[config.mk]
export PLATFORM = sky130hd
export DESIGN_NAME = encoder_angle_velocity_core
export DESIGN_NICKNAME = d
export VERILOG_FILES = /design/src/sv/eav_pkg.sv /design/src/sv/eav_angle.sv /design/src/sv/eav_alu.sv /design/src/sv/encoder_angle_velocity_core.sv
export VERILOG_INCLUDE_DIRS = /design/src /design/src/sv
export SDC_FILE = /design/constraint.sdc
export NUM_CORES = 1
export LEC_CHECK = 0
export ABC_AREA = 1
export BUFFER_PORTS_ARGS = -buffer_cell sky130_fd_sc_hd__buf_2
export CORE_UTILIZATION = 40
export DETAILED_ROUTE_END_ITERATION = 10
export GPL_TIMING_DRIVEN = 0
export SYNTH_ARGS = -nofsm -noshare
export SYNTH_HDL_FRONTEND = slang
export SYNTH_SLANG_ARGS = --single-unit
export TNS_END_PERCENT = 20
[constraint.sdc]
create_clock -name clk -period 6.22 [get_ports clk]
set_input_delay 1.244 -clock clk [delete_from_list [all_inputs] [get_ports clk]]
set_output_delay 1.244 -clock clk [all_outputs]
set_load 0.01 [all_outputs]
[src/sv/encoder_angle_velocity_core_macros.svh]
// Assertion helpers shared by the encoder angle and velocity block.
`ifndef ENCODER_ANGLE_VELOCITY_CORE_MACROS_SVH
`define ENCODER_ANGLE_VELOCITY_CORE_MACROS_SVH

// Same-cycle implication, checked on every rising edge outside reset.
`define EAV_ASSERT_IMP(lbl, ante, cons, msg) \
	lbl: assert property (@(posedge clk) disable iff (!arst_n) (ante) |-> (cons)) \
		else $error(msg);

// Next-cycle implication, checked on every rising edge outside reset.
`define EAV_ASSERT_NXT(lbl, ante, cons, msg) \
	lbl: assert property (@(posedge clk) disable iff (!arst_n) (ante) |=> (cons)) \
		else $error(msg);

`endif

[src/sv/eav_pkg.sv]
package eav_pkg;

	localparam int ANGLE_W = 12;
	localparam int MECH_W  = 13;
	localparam int DELTA_W = 14;
	localparam int POLE_W  = 6;
	localparam int US_W    = 16;
	localparam int VEL_W   = 32;
	localparam int PROD_W  = 58;
	localparam int QUO_W   = 31;
	localparam int CNT_W   = 5;

	// The velocity quotient is taken from the product shifted down by this many bits.
	localparam int SCALE_SHIFT = 20;
	// Lowest product bit that decides saturation before the division starts.
	localparam int SAT_LSB = QUO_W + SCALE_SHIFT;

	localparam logic [CNT_W-1:0] MUL_STEPS = CNT_W'(ANGLE_W);
	localparam logic [CNT_W-1:0] DIV_STEPS = CNT_W'(QUO_W);

	// round(pi * 2^24) times one million microseconds per second.
	localparam logic [PROD_W-1:0] VEL_SCALE = PROD_W'(64'd52707179000000);

	localparam logic signed [DELTA_W-1:0] HALF_REV = 14'sd2048;
	localparam logic signed [DELTA_W-1:0] FULL_REV = 14'sd4096;

	localparam logic [VEL_W-1:0] VEL_MAX = 32'h7FFF_FFFF;
	localparam logic [VEL_W-1:0] VEL_MIN = 32'h8000_0000;

	localparam logic [POLE_W-1:0] POLE_PAIRS_RST = 6'd7;

	localparam logic CMD_SAMPLE = 1'b0;
	localparam logic CMD_PRIME  = 1'b1;

	localparam logic [1:0] REG_OFFSET  = 2'd0;
	localparam logic [1:0] REG_REVERSE = 2'd1;
	localparam logic [1:0] REG_POLES   = 2'd2;

	typedef struct packed {
		logic signed [MECH_W-1:0] mech;
		logic [ANGLE_W-1:0]       elec;
		logic [ANGLE_W-1:0]       mag;
		logic                     neg;
	} eav_angle_t;

endpackage

[src/sv/eav_angle.sv]
module eav_angle (
	input  logic [eav_pkg::ANGLE_W-1:0]        raw_angle,
	input  logic [eav_pkg::ANGLE_W-1:0]        angle_offset,
	input  logic                               reverse_direction,
	input  logic [eav_pkg::POLE_W-1:0]         pole_pairs,
	input  logic signed [eav_pkg::MECH_W-1:0]  last_mech,
	output eav_pkg::eav_angle_t                res
);
	import eav_pkg::*;

	logic signed [MECH_W-1:0]  mech;
	logic signed [18:0]        prod;
	logic [ANGLE_W-1:0]        prod_lo;
	logic signed [DELTA_W-1:0] delta;
	logic signed [DELTA_W-1:0] folded;
	logic [DELTA_W-1:0]        mag_full;

	always_comb begin
		mech    = $signed({1'b0, raw_angle}) - $signed({1'b0, angle_offset});
		prod    = mech * $signed({1'b0, pole_pairs});
		prod_lo = prod[ANGLE_W-1:0];

		delta = {mech[MECH_W-1], mech} - {last_mech[MECH_W-1], last_mech};
		// The delta is folded by one turn at most.
		if (delta > HALF_REV) begin
			folded = delta - FULL_REV;
		end else if (delta < -HALF_REV) begin
			folded = delta + FULL_REV;
		end else begin
			folded = delta;
		end
		mag_full = folded[DELTA_W-1] ? DELTA_W'(-folded) : DELTA_W'(folded);

		res.mech = mech;
		res.elec = reverse_direction ? (~prod_lo + ANGLE_W'(1)) : prod_lo;
		res.mag  = mag_full[ANGLE_W-1:0];
		res.neg  = !folded[DELTA_W-1] && (folded != '0);
	end

endmodule

[src/sv/eav_alu.sv]
module eav_alu (
	input  logic [eav_pkg::PROD_W-1:0] a,
	input  logic [eav_pkg::PROD_W-1:0] b,
	input  logic                       sub,
	output logic [eav_pkg::PROD_W-1:0] sum,
	output logic                       carry
);
	import eav_pkg::*;

	// On a subtract the carry out is high when a is not below b.
	assign {carry, sum} = {1'b0, a} + {1'b0, (sub ? ~b : b)} + {{PROD_W{1'b0}}, sub};

endmodule

[src/sv/encoder_angle_velocity_core.sv]
// A sample item runs 12 shift-add multiply steps, one saturation check and, unless the
// check saturates, 31 restoring divide steps, all on one shared 58-bit adder; a prime
// item, or a sample with zero elapsed time, goes straight to the output hand-over.
// A new item is taken only once the last one has been handed to the output register.
// Reset (arst_n low) clears the sequencer, the output valid, the stored last angle and
// the registers to offset 0, forward direction and 7 pole pairs.
`include "encoder_angle_velocity_core_macros.svh"

module encoder_angle_velocity_core (
	input  logic                               clk,
	input  logic                               arst_n,

	input  logic                               psel,
	input  logic                               penable,
	input  logic                               pwrite,
	input  logic [3:0]                         paddr,
	input  logic [31:0]                        pwdata,
	output logic [31:0]                        prdata,
	output logic                               pready,

	input  logic                               in_valid,
	output logic                               in_stall,
	input  logic                               command,
	input  logic [eav_pkg::ANGLE_W-1:0]        raw_angle,
	input  logic [eav_pkg::US_W-1:0]           elapsed_us,

	output logic                               out_valid,
	input  logic                               out_stall,
	output logic signed [eav_pkg::MECH_W-1:0]  mech_angle,
	output logic [eav_pkg::ANGLE_W-1:0]        elec_angle,
	output logic signed [eav_pkg::VEL_W-1:0]   velocity,
	output logic                               time_fault
);
	import eav_pkg::*;

	typedef enum logic [2:0] {
		ST_IDLE,
		ST_MUL,
		ST_CHK,
		ST_DIV,
		ST_DONE
	} state_t;

	// Configuration registers.
	logic [ANGLE_W-1:0] angle_offset_q;
	logic               reverse_q;
	logic [POLE_W-1:0]  pole_pairs_q;

	// Sequencer and work registers.
	state_t                   state_q;
	logic [CNT_W-1:0]         cnt_q;
	logic signed [MECH_W-1:0] last_mech_q;
	logic signed [MECH_W-1:0] mech_q;
	logic [ANGLE_W-1:0]       elec_q;
	logic [ANGLE_W-1:0]       mag_q;
	logic                     neg_q;
	logic                     fault_q;
	logic [US_W-1:0]          us_q;
	logic [PROD_W-1:0]        acc_q;
	logic [US_W-1:0]          rem_q;
	logic [QUO_W-1:0]         quo_q;
	logic [VEL_W-1:0]         vel_q;

	// Output register.
	logic                     out_valid_q;
	logic signed [MECH_W-1:0] mech_out_q;
	logic [ANGLE_W-1:0]       elec_out_q;
	logic [VEL_W-1:0]         vel_out_q;
	logic                     fault_out_q;

	eav_angle_t        ang;
	logic [PROD_W-1:0] alu_a;
	logic [PROD_W-1:0] alu_b;
	logic              alu_sub;
	logic [PROD_W-1:0] alu_sum;
	logic              alu_ge;
	logic [QUO_W-1:0]  quo_next;
	logic              in_take;
	logic              cfg_wr;

	// The configuration port never waits. Register index is the word address.
	assign pready = 1'b1;
	assign cfg_wr = psel && penable && pwrite;

	always_ff @(posedge clk or negedge arst_n) begin
		if (!arst_n) begin
			angle_offset_q <= '0;
			reverse_q      <= 1'b0;
			pole_pairs_q   <= POLE_PAIRS_RST;
		end else if (cfg_wr) begin
			case (paddr[3:2])
				REG_OFFSET:  angle_offset_q <= pwdata[ANGLE_W-1:0];
				REG_REVERSE: reverse_q      <= pwdata[0];
				REG_POLES:   pole_pairs_q   <= pwdata[POLE_W-1:0];
				default: ;
			endcase
		end
	end

	always_comb begin
		case (paddr[3:2])
			REG_OFFSET:  prdata = 32'(angle_offset_q);
			REG_REVERSE: prdata = 32'(reverse_q);
			REG_POLES:   prdata = 32'(pole_pairs_q);
			default:     prdata = '0;
		endcase
	end

	// Angles and the folded delta are formed in the cycle the item is accepted.
	eav_angle u_angle (
		.raw_angle         (raw_angle),
		.angle_offset      (angle_offset_q),
		.reverse_direction (reverse_q),
		.pole_pairs        (pole_pairs_q),
		.last_mech         (last_mech_q),
		.res               (ang)
	);

	// The shared adder serves three jobs. While multiplying it adds the scale
	// constant into the doubled accumulator, one magnitude bit per cycle, MSB first.
	// In the check step it compares the product's top bits with the elapsed time:
	// not below means the quotient reaches 2^31 and the velocity saturates.
	// While dividing it trial-subtracts the elapsed time from the partial remainder.
	always_comb begin
		case (state_q)
			ST_MUL: begin
				alu_a   = {acc_q[PROD_W-2:0], 1'b0};
				alu_b   = mag_q[ANGLE_W-1] ? VEL_SCALE : '0;
				alu_sub = 1'b0;
			end
			ST_CHK: begin
				alu_a   = PROD_W'(acc_q[PROD_W-1:SAT_LSB]);
				alu_b   = PROD_W'(us_q);
				alu_sub = 1'b1;
			end
			ST_DIV: begin
				alu_a   = PROD_W'({rem_q, acc_q[SAT_LSB-1]});
				alu_b   = PROD_W'(us_q);
				alu_sub = 1'b1;
			end
			default: begin
				alu_a   = '0;
				alu_b   = '0;
				alu_sub = 1'b0;
			end
		endcase
	end

	eav_alu u_alu (
		.a     (alu_a),
		.b     (alu_b),
		.sub   (alu_sub),
		.sum   (alu_sum),
		.carry (alu_ge)
	);

	assign quo_next = {quo_q[QUO_W-2:0], alu_ge};
	assign in_stall = (state_q != ST_IDLE);
	assign in_take  = in_valid && !in_stall;

	always_ff @(posedge clk or negedge arst_n) begin
		if (!arst_n) begin
			state_q     <= ST_IDLE;
			cnt_q       <= '0;
			last_mech_q <= '0;
			out_valid_q <= 1'b0;
		end else begin
			if (out_valid_q && !out_stall) begin
				out_valid_q <= 1'b0;
			end
			case (state_q)
				ST_IDLE: begin
					if (in_take) begin
						last_mech_q <= ang.mech;
						mech_q      <= ang.mech;
						elec_q      <= ang.elec;
						mag_q       <= ang.mag;
						neg_q       <= ang.neg;
						us_q        <= elapsed_us;
						fault_q     <= (command == CMD_SAMPLE) && (elapsed_us == '0);
						// A prime item, or a sample without elapsed time, has velocity zero.
						if ((command == CMD_SAMPLE) && (elapsed_us != '0)) begin
							acc_q   <= '0;
							cnt_q   <= MUL_STEPS - CNT_W'(1);
							state_q <= ST_MUL;
						end else begin
							vel_q   <= '0;
							state_q <= ST_DONE;
						end
					end
				end
				ST_MUL: begin
					acc_q <= alu_sum;
					mag_q <= {mag_q[ANGLE_W-2:0], 1'b0};
					if (cnt_q == '0) begin
						state_q <= ST_CHK;
					end else begin
						cnt_q <= cnt_q - CNT_W'(1);
					end
				end
				ST_CHK: begin
					if (alu_ge) begin
						vel_q   <= neg_q ? VEL_MIN : VEL_MAX;
						state_q <= ST_DONE;
					end else begin
						rem_q   <= US_W'(acc_q[PROD_W-1:SAT_LSB]);
						quo_q   <= '0;
						cnt_q   <= DIV_STEPS - CNT_W'(1);
						state_q <= ST_DIV;
					end
				end
				ST_DIV: begin
					rem_q <= alu_ge ? alu_sum[US_W-1:0] : {rem_q[US_W-2:0], acc_q[SAT_LSB-1]};
					quo_q <= quo_next;
					acc_q <= {acc_q[PROD_W-2:0], 1'b0};
					if (cnt_q == '0) begin
						vel_q   <= neg_q ? (~{1'b0, quo_next} + VEL_W'(1)) : {1'b0, quo_next};
						state_q <= ST_DONE;
					end else begin
						cnt_q <= cnt_q - CNT_W'(1);
					end
				end
				ST_DONE: begin
					// Hand over once the output register is free or being emptied.
					if (!out_valid_q || !out_stall) begin
						out_valid_q <= 1'b1;
						mech_out_q  <= mech_q;
						elec_out_q  <= elec_q;
						vel_out_q   <= vel_q;
						fault_out_q <= fault_q;
						state_q     <= ST_IDLE;
					end
				end
				default: begin
					state_q <= ST_IDLE;
				end
			endcase
		end
	end

	assign out_valid  = out_valid_q;
	assign mech_angle = mech_out_q;
	assign elec_angle = elec_out_q;
	assign velocity   = vel_out_q;
	assign time_fault = fault_out_q;

	`EAV_ASSERT_IMP(a_rem_below_divisor, state_q == ST_DIV, rem_q < us_q, "remainder too large")
	`EAV_ASSERT_IMP(a_mul_count_range, state_q == ST_MUL, cnt_q < MUL_STEPS, "bad multiply count")
	`EAV_ASSERT_NXT(a_out_only_from_done, !out_valid_q && state_q != ST_DONE, !out_valid_q, "stray result")
	`EAV_ASSERT_IMP(a_fault_zero_velocity, out_valid_q && fault_out_q, vel_out_q == '0, "fault with velocity")

endmodule

==> reports/results.ini, run 1 <==
[critical_path]
worstReg2RegEnd=vel_q[28]
critical_path_arrival_ns=6.41
r2r_cells=26
cp-start-kind=input port
critPathCaptureType=flip-flop
critPathKind=input port to flip-flop
ff2ff_setup_slack_ns=0.22
worstReg2RegStart=state_q[2]
crit_required_ns=6.54
worstPathMaxFanout=5
cp-endpoint=elec_q[11]
crit_path_start=raw_angle[0]

[floorplan]
ios=165
core.rowCount=82
core-area_um2=50500
die_h_um=229
die_x_um=229
die-area_um2=52300
start_util_pct=40.8

[yosys]
ys.warnings.count=0
synth.distinct_cells=61
yosysMostFrequentCell=nand2_1
synth.cell_area_um2=20600
synthArstFlopShare_pct=14.1
synth.top_cell.area_share_pct=36.3
seq_area_frac_synth_pct=41.3
avgSynthCellArea_um2=7.93
synth_edf_count=249
synthTopCellsByCount=557 x nand2_1, 418 x inv_1, 331 x nor2_1
synth_top_cell_by_area=edfxtp_1
syn_inst=2595
synth-seq-cells=290
synthFlopType=edfxtp_1
synth_area_leaders=edfxtp_1 36%, nand2_1 10%, inv_1 7.6%

[hold_path]
hold_class=flip-flop to flip-flop
hp-start=fault_q

[clock_network]
htreeDepth=2
numCtsBuffers=36
cts_buffer_depth=3
cts_tree=yes
clkSlewWorstSetupHoldPaths_ns=0.06
cts_root_buf=clkbuf_16
clock_latency_ns=0.56
cts_sinks=290
ctsHoldBuffers=0

[global_route]
antenna_found_initial=0
grt_pass1_wl_mm=95.0
grt_pass1_vias=17600
grt_max_degree=45
grt-ovfl-total=0
grt_use_total_pct=23.0

[final_layout]
area_delta_synth_final_pct=16.8
final_nets=3013
drive_gt1_share_pct=14.4
num_antenna_cells=0

[placement]
gp_congestion=0.990
io_buffer_count=121
hpwl_mm=46.5

[sta]
maxSlewHeadroom_pct=24.0
fin_skew_ns=0.0258
layout_min_cycle_time_ns=6.09
fin_crit_sh_pct=97.9
tns_ns=0
hold_ws_ns=0.401
slew_viol_final=0
setup_viol=0
worst_pin_slew_ns=1.14
rsz0062_at_grt=true
fmax_ghz=0.164
hold_violations=0

[route]
routed_wl_mm=61.4
drt_iter0_drc=1349
dr_total_vias=18200
ant_nets=0
wl_per_cell_um=17.5
drt-pass1-iter-count=5
vias_per_cell=5.19
drc=0

[outcome]
status=finished clean

[job]
max-cap-violations=0

registers in the layout (all words and copies together), names as in the netlist, 3 cells and up:
name and cells:
elec_angle 12, velocity 32, angle_offset_q 12, mech_angle 13, us_q 16, state_q 3
vel_q 32, last_mech_q 13, elec_q 12, mag_q 12, mech_q 13, rem_q 16
pole_pairs_q 6, acc_q 58, quo_q 30, cnt_q 5
layout make-up:
type | count | area, um^2
Buffer | 71 | 422
Clock buffer | 44 | 962
Clock inverter | 22 | 205
Fill cell | 5003 | 26500
Inverter | 431 | 1630
Multi-Input combinational cell | 1822 | 10600
Sequential cell | 290 | 8510
Tap cell | 672 | 841
Timing Repair Buffer | 147 | 873
cells by family (layout without fill, tap and decap cells):
group	after synthesis	after routing	share of synthesized area [%]
AOI/OAI and AO/OA	455	455	12.6
xor gates and xnor gates	51	51	2.26
adders and majority gates	142	142	9.73
buffers and inverters	504	715	9.85
DFF	290	290	41.3
other	2	22	0.0365
and+or+nand+nor	1151	1152	24.2
layer usage:
metal / vias to the layer above / part of all wire, % / track usage (%)
li1: 8948 / - / -
met2: 538 / 47 / 38.2
met3: 94 / 5.8 / 3.39
met1: 8586 / 45 / 31.1
met5: - / 0 / 0
met4: 0 / 2.6 / 6.67
placed cells by master, fill, tap and decap left out, types with 7 or more instances in the layout:
| cell type | Yosys | routed |
|---|---|---|
| o211ai_1 | 8 | 8 |
| conb_1 | 2 | 22 |
| nand2_1 | 557 | 540 |
| inv_1 | 418 | 411 |
| fa_1 | 30 | 28 |
| xnor2_1 | 20 | 18 |
| ha_1 | 112 | 103 |
| a21o_1 | 13 | 13 |
| o21ai_0 | 174 | 172 |
| o22ai_1 | 27 | 27 |
| buf_1 | 8 | 8 |
| nand2_2 | 18 | 33 |
| buf_2 | 2 | 125 |
| nor3_1 | 24 | 20 |
| dfrtp_1 | 38 | 38 |
| a31oi_1 | 13 | 12 |
| buf_6 | 4 | 8 |
| nor2_2 | 8 | 12 |
| nor2_4 | 4 | 11 |
| nand3b_1 | 12 | 12 |
| nor4_1 | 14 | 14 |
| inv_2 | 9 | 13 |
| buf_4 | 24 | 42 |
| nand3_2 | 21 | 23 |
| o21ai_1 | 11 | 12 |
| nor2_1 | 331 | 320 |
| edfxtp_1 | 249 | 249 |
| xor2_1 | 30 | 25 |
| nand3_1 | 111 | 107 |
| clkinv_2 | 0 | 7 |
| nand4_1 | 32 | 32 |
| a22oi_1 | 8 | 8 |
| clkbuf_1 | 34 | 27 |
| clkinv_1 | 4 | 9 |
| a21oi_1 | 146 | 137 |
| nand2_4 | 5 | 7 |
| clkbuf_16 | 0 | 37 |
| o21bai_1 | 14 | 13 |
| o31ai_1 | 11 | 9 |
critical path, cell delays in order:
cell      delay (ns)
buf_2           0.08
inv_1           0.04
ha_2            0.19
fa_2            0.38
nand3b_1        0.17
nand2_2         0.16
xor2_4          0.22
inv_2           0.09
nor2_1          0.12
fa_1            0.44
ha_1            0.29
inv_1           0.05
fa_1            0.52
fa_1            0.54
inv_1           0.04
ha_1            0.37
a21oi_2         0.24
o21ai_2         0.11
xor2_2          0.16
inv_1           0.07
nor3b_1         0.27
nand3_1         0.14
nand2_2         0.13
nand2_1         0.07
nand3_1         0.06
nand2_1         0.08
nand3_1         0.07
nand2_1         0.05
worst min path at each step:
| stage | to | slack [ns] | cells after the start |
|---|---|---|---|
| floorplan | elec_angle[0] | 0.40 | 0 |
| global placement | mech_angle[9] | 0.40 | 0 |
| detailed placement | mech_angle[1] | 0.40 | 0 |
| CTS | time_fault | 0.40 | 0 |
| global route | time_fault | 0.40 | 0 |
| finish | time_fault | 0.40 | 0 |
through the flow:
stage,util [%],worst slack [ns],area (um^2),std cells
5_1_grt,47.6,-0.124,24000,3499
2_1_floorplan,-,-0.0196,20700,2615
6_report,47.6,0.128,24000,3499
3_3_place_gp,43.9,-2.45,22200,3408
4_1_cts,46.8,-0.00680,23600,3481
3_5_place_dp,44.3,-1.01,22300,3417
timing repair:
item	4_1_cts	5_1_grt
pin swaps	2	29
cloned	0	1
setup buffers	0	17
endpoints found under the setup margin	14	12
gates resized for setup	33	77
Power of run 1 is not shown: default switching activity piles up to over one toggle a cycle in this logic, so the estimate is an artifact.
==> inputs of run 2 (changes only) <==
Settings changed: CORE_UTILIZATION 40 to 50, PLACE_DENSITY from default to 0.68.
==> run 2 against run 1 <==
Die area down 20%. Via count rose by 1.4%. Clock skew shrank 0.0099 ns. Global-route usage is 6.3 points higher. Worst setup slack got worse by 0.0077 ns. Maximum frequency down 0.13%. Flip-flop and latch count unchanged. Sequential share of layout area grew 0.22 points. Critical path type unchanged. Highest routed layer is now met5.
==> reports/results.ini, run 2 (synthesized netlist as in run 1, its figures left out) <==
[critical_path]
cp-start-kind=input port  ; unchanged
r2r_cells=28  ; was 26
critical_path_arrival_ns=6.40  ; was 6.41 ns
ff2ff_setup_slack_ns=0.34  ; was 0.22 ns
worstReg2RegEnd=vel_q[28]  ; unchanged
worstReg2RegStart=state_q[0]  ; was state_q[2]
worstPathMaxFanout=4  ; was 5
critPathCaptureType=flip-flop  ; unchanged
critPathKind=input port to flip-flop  ; unchanged
crit_slowest_cell=fa_1  ; unchanged
max_stage_delay_ns=0.56  ; was 0.54 ns
crit_required_ns=6.52  ; was 6.54 ns

[floorplan]
die_x_um=205  ; was 229 um
die-area_um2=42000  ; was 52300 um^2
core-area_um2=40200  ; was 50500 um^2
ios=165  ; unchanged
core.rowCount=73  ; was 82
die_h_um=205  ; was 229 um
start_util_pct=51.2  ; was 40.8%

[job]
max-cap-violations=0  ; unchanged

[clock_network]
htreeDepth=2  ; unchanged
cts_tree=yes  ; unchanged
cts_sinks=290  ; unchanged
clkSlewWorstSetupHoldPaths_ns=0.06  ; about the same
ctsHoldBuffers=0  ; unchanged
cts_buffer_depth=3  ; unchanged
numCtsBuffers=34  ; was 36
clock_latency_ns=0.56  ; about the same
cts_root_buf=clkbuf_16  ; unchanged

[final_layout]
final_cell_mix=532 x nand2_1, 404 x inv_1, 318 x nor2_1, 249 x edfxtp_1, 170 x o21ai_0  ; was 540 x nand2_1, 411 x inv_1, 320 x nor2_1, 249 x edfxtp_1, 172 x o21ai_0
drive_gt1_share_pct=15.2  ; was 14.4%
final_cells=3348  ; was 3499
multi_input_comb_area_um2=10700  ; was 10600 um^2
area_delta_synth_final_pct=16.1  ; was 16.8%
regMostFlops=acc_q  ; unchanged
mostFrequentLayoutCell=nand2_1  ; unchanged
final_nets=3011  ; was 3013
largest_reg_flops=58  ; unchanged
fill_cells=3697  ; was 5003
register_area_um2=8510  ; unchanged

[global_route]
grt_use_total_pct=29.3  ; was 23.0%
grt_pass1_vias=17600  ; about the same
grt_pass1_wl_mm=94.7  ; was 95.0 mm
grt-ovfl-total=0  ; unchanged
grt_max_degree=45  ; unchanged
antenna_found_initial=4  ; was 0

[outcome]
status=finished clean  ; unchanged

[placement]
place_inst=3269  ; was 3417
gp_congestion=0.973  ; was 0.990
io_buffer_count=121  ; unchanged
hpwl_mm=47.3  ; was 46.5 mm

[sta]
hold_violations=0  ; unchanged
maxSlewHeadroom_pct=20.2  ; was 24.0%
fin_crit_sh_pct=98.1  ; was 97.9%
setup_viol=0  ; unchanged
fin_skew_ns=0.0160  ; was 0.0258 ns
layout_min_cycle_time_ns=6.10  ; was 6.09 ns
slew_viol_final=0  ; unchanged
worst_pin_slew_ns=1.19  ; was 1.14 ns
fmax_ghz=0.164  ; about the same

[route]
wl_per_cell_um=18.4  ; was 17.5 um
drc=0  ; unchanged
vias_per_cell=5.50  ; was 5.19
ant_nets=0  ; unchanged
dr_total_vias=18400  ; was 18200
drt-pass1-iter-count=6  ; was 5
routed_wl_mm=61.5  ; was 61.4 mm
drt_iter0_drc=1464  ; was 1349

[hold_path]
hold_class=flip-flop to flip-flop  ; unchanged
hold_path_depth=0  ; unchanged
hp-start=mech_q[8]  ; was fault_q
hold_end=mech_angle[8]  ; was time_fault

run 2: changes by cell type in the layout (fill, tap and decap cells not counted), sizes merged:
| cell | delta |
|---|---|
| clkinv | -5 |
| clkinvlp | -3 |
| diode | +3 |
| inv | +3 |
| clkbuf | -2 |
run 2: layout make-up:
| class | instances | area share [%] |
|---|---|---|
| Inverter | 431 | 6.81 |
| Timing Repair Buffer | 147 | 3.71 |
| Buffer | 71 | 1.76 |
| Clock inverter | 17 | 0.681 |
| Sequential cell | 290 | 35.6 |
| Multi-Input combinational cell | 1822 | 44.8 |
| Tap cell | 525 | 2.75 |
| Clock buffer | 42 | 3.86 |
| Antenna cell | 3 | 0.0314 |
run 2: timing repair:
action	in CTS	in global routing
pin swaps	4	53
cloned	0	1
buffers inserted	1	17
resized for setup	25	123
endpoints found under the setup margin	13	13
run 2: critical path, delay by kind of cell:
kind	cells	cell delay, ns
AO/OA/AOI/OAI	1	0.06
XOR/XNOR	2	0.40
adder cells (fa/ha/maj)	7	2.88
buffers and inverters	6	0.44
AND/OR/NAND/NOR	13	1.37
run 2: per-layer routing:
| layer | up-vias | GRT usage [%] | share of wire [%] |
|---|---|---|---|
| li1 | 8968 | - | - |
| met1 | 8760 | 39.9 | 45 |
| met2 | 603 | 47.5 | 46 |
| met3 | 95 | 4.98 | 6.6 |
| met4 | 2 | 9.17 | 2.6 |
| met5 | - | 0 | 0.013 |
run 2: through the flow:
| stage | setup TNS, ns | instance area (um^2) | setup slack (ns) | hold WS (ns) | util [%] |
|---|---|---|---|---|---|
| 4_1_cts | -0.0798 | 23300 | -0.0798 | 0.409 | 58.0 |
| 5_1_grt | -0.103 | 23900 | -0.0900 | 0.421 | 59.4 |
| 6_report | 0 | 23900 | 0.120 | 0.408 | 59.4 |
| 3_3_place_gp | -299.29 | 22000 | -2.20 | 0.401 | 54.7 |
| 2_1_floorplan | -0.0196 | 20700 | -0.0196 | 0.400 | - |
| 3_5_place_dp | -11.30 | 22100 | -1.21 | 0.405 | 55.1 |
run 2: worst max path at each step:
stage,slack (ns),cells after the start,end,start
2_1_floorplan,-0.02,31,elec_q[11],raw_angle[0]
3_3_place_gp,-2.20,3,velocity[7],arst_n
3_5_place_dp,-1.21,28,vel_q[26],state_q[2]
4_1_cts,-0.08,31,elec_q[11],raw_angle[0]
5_1_grt,-0.09,35,elec_q[11],raw_angle[0]
6_report,0.12,29,elec_q[11],raw_angle[0]
Power of run 2 is left out for the same reason.
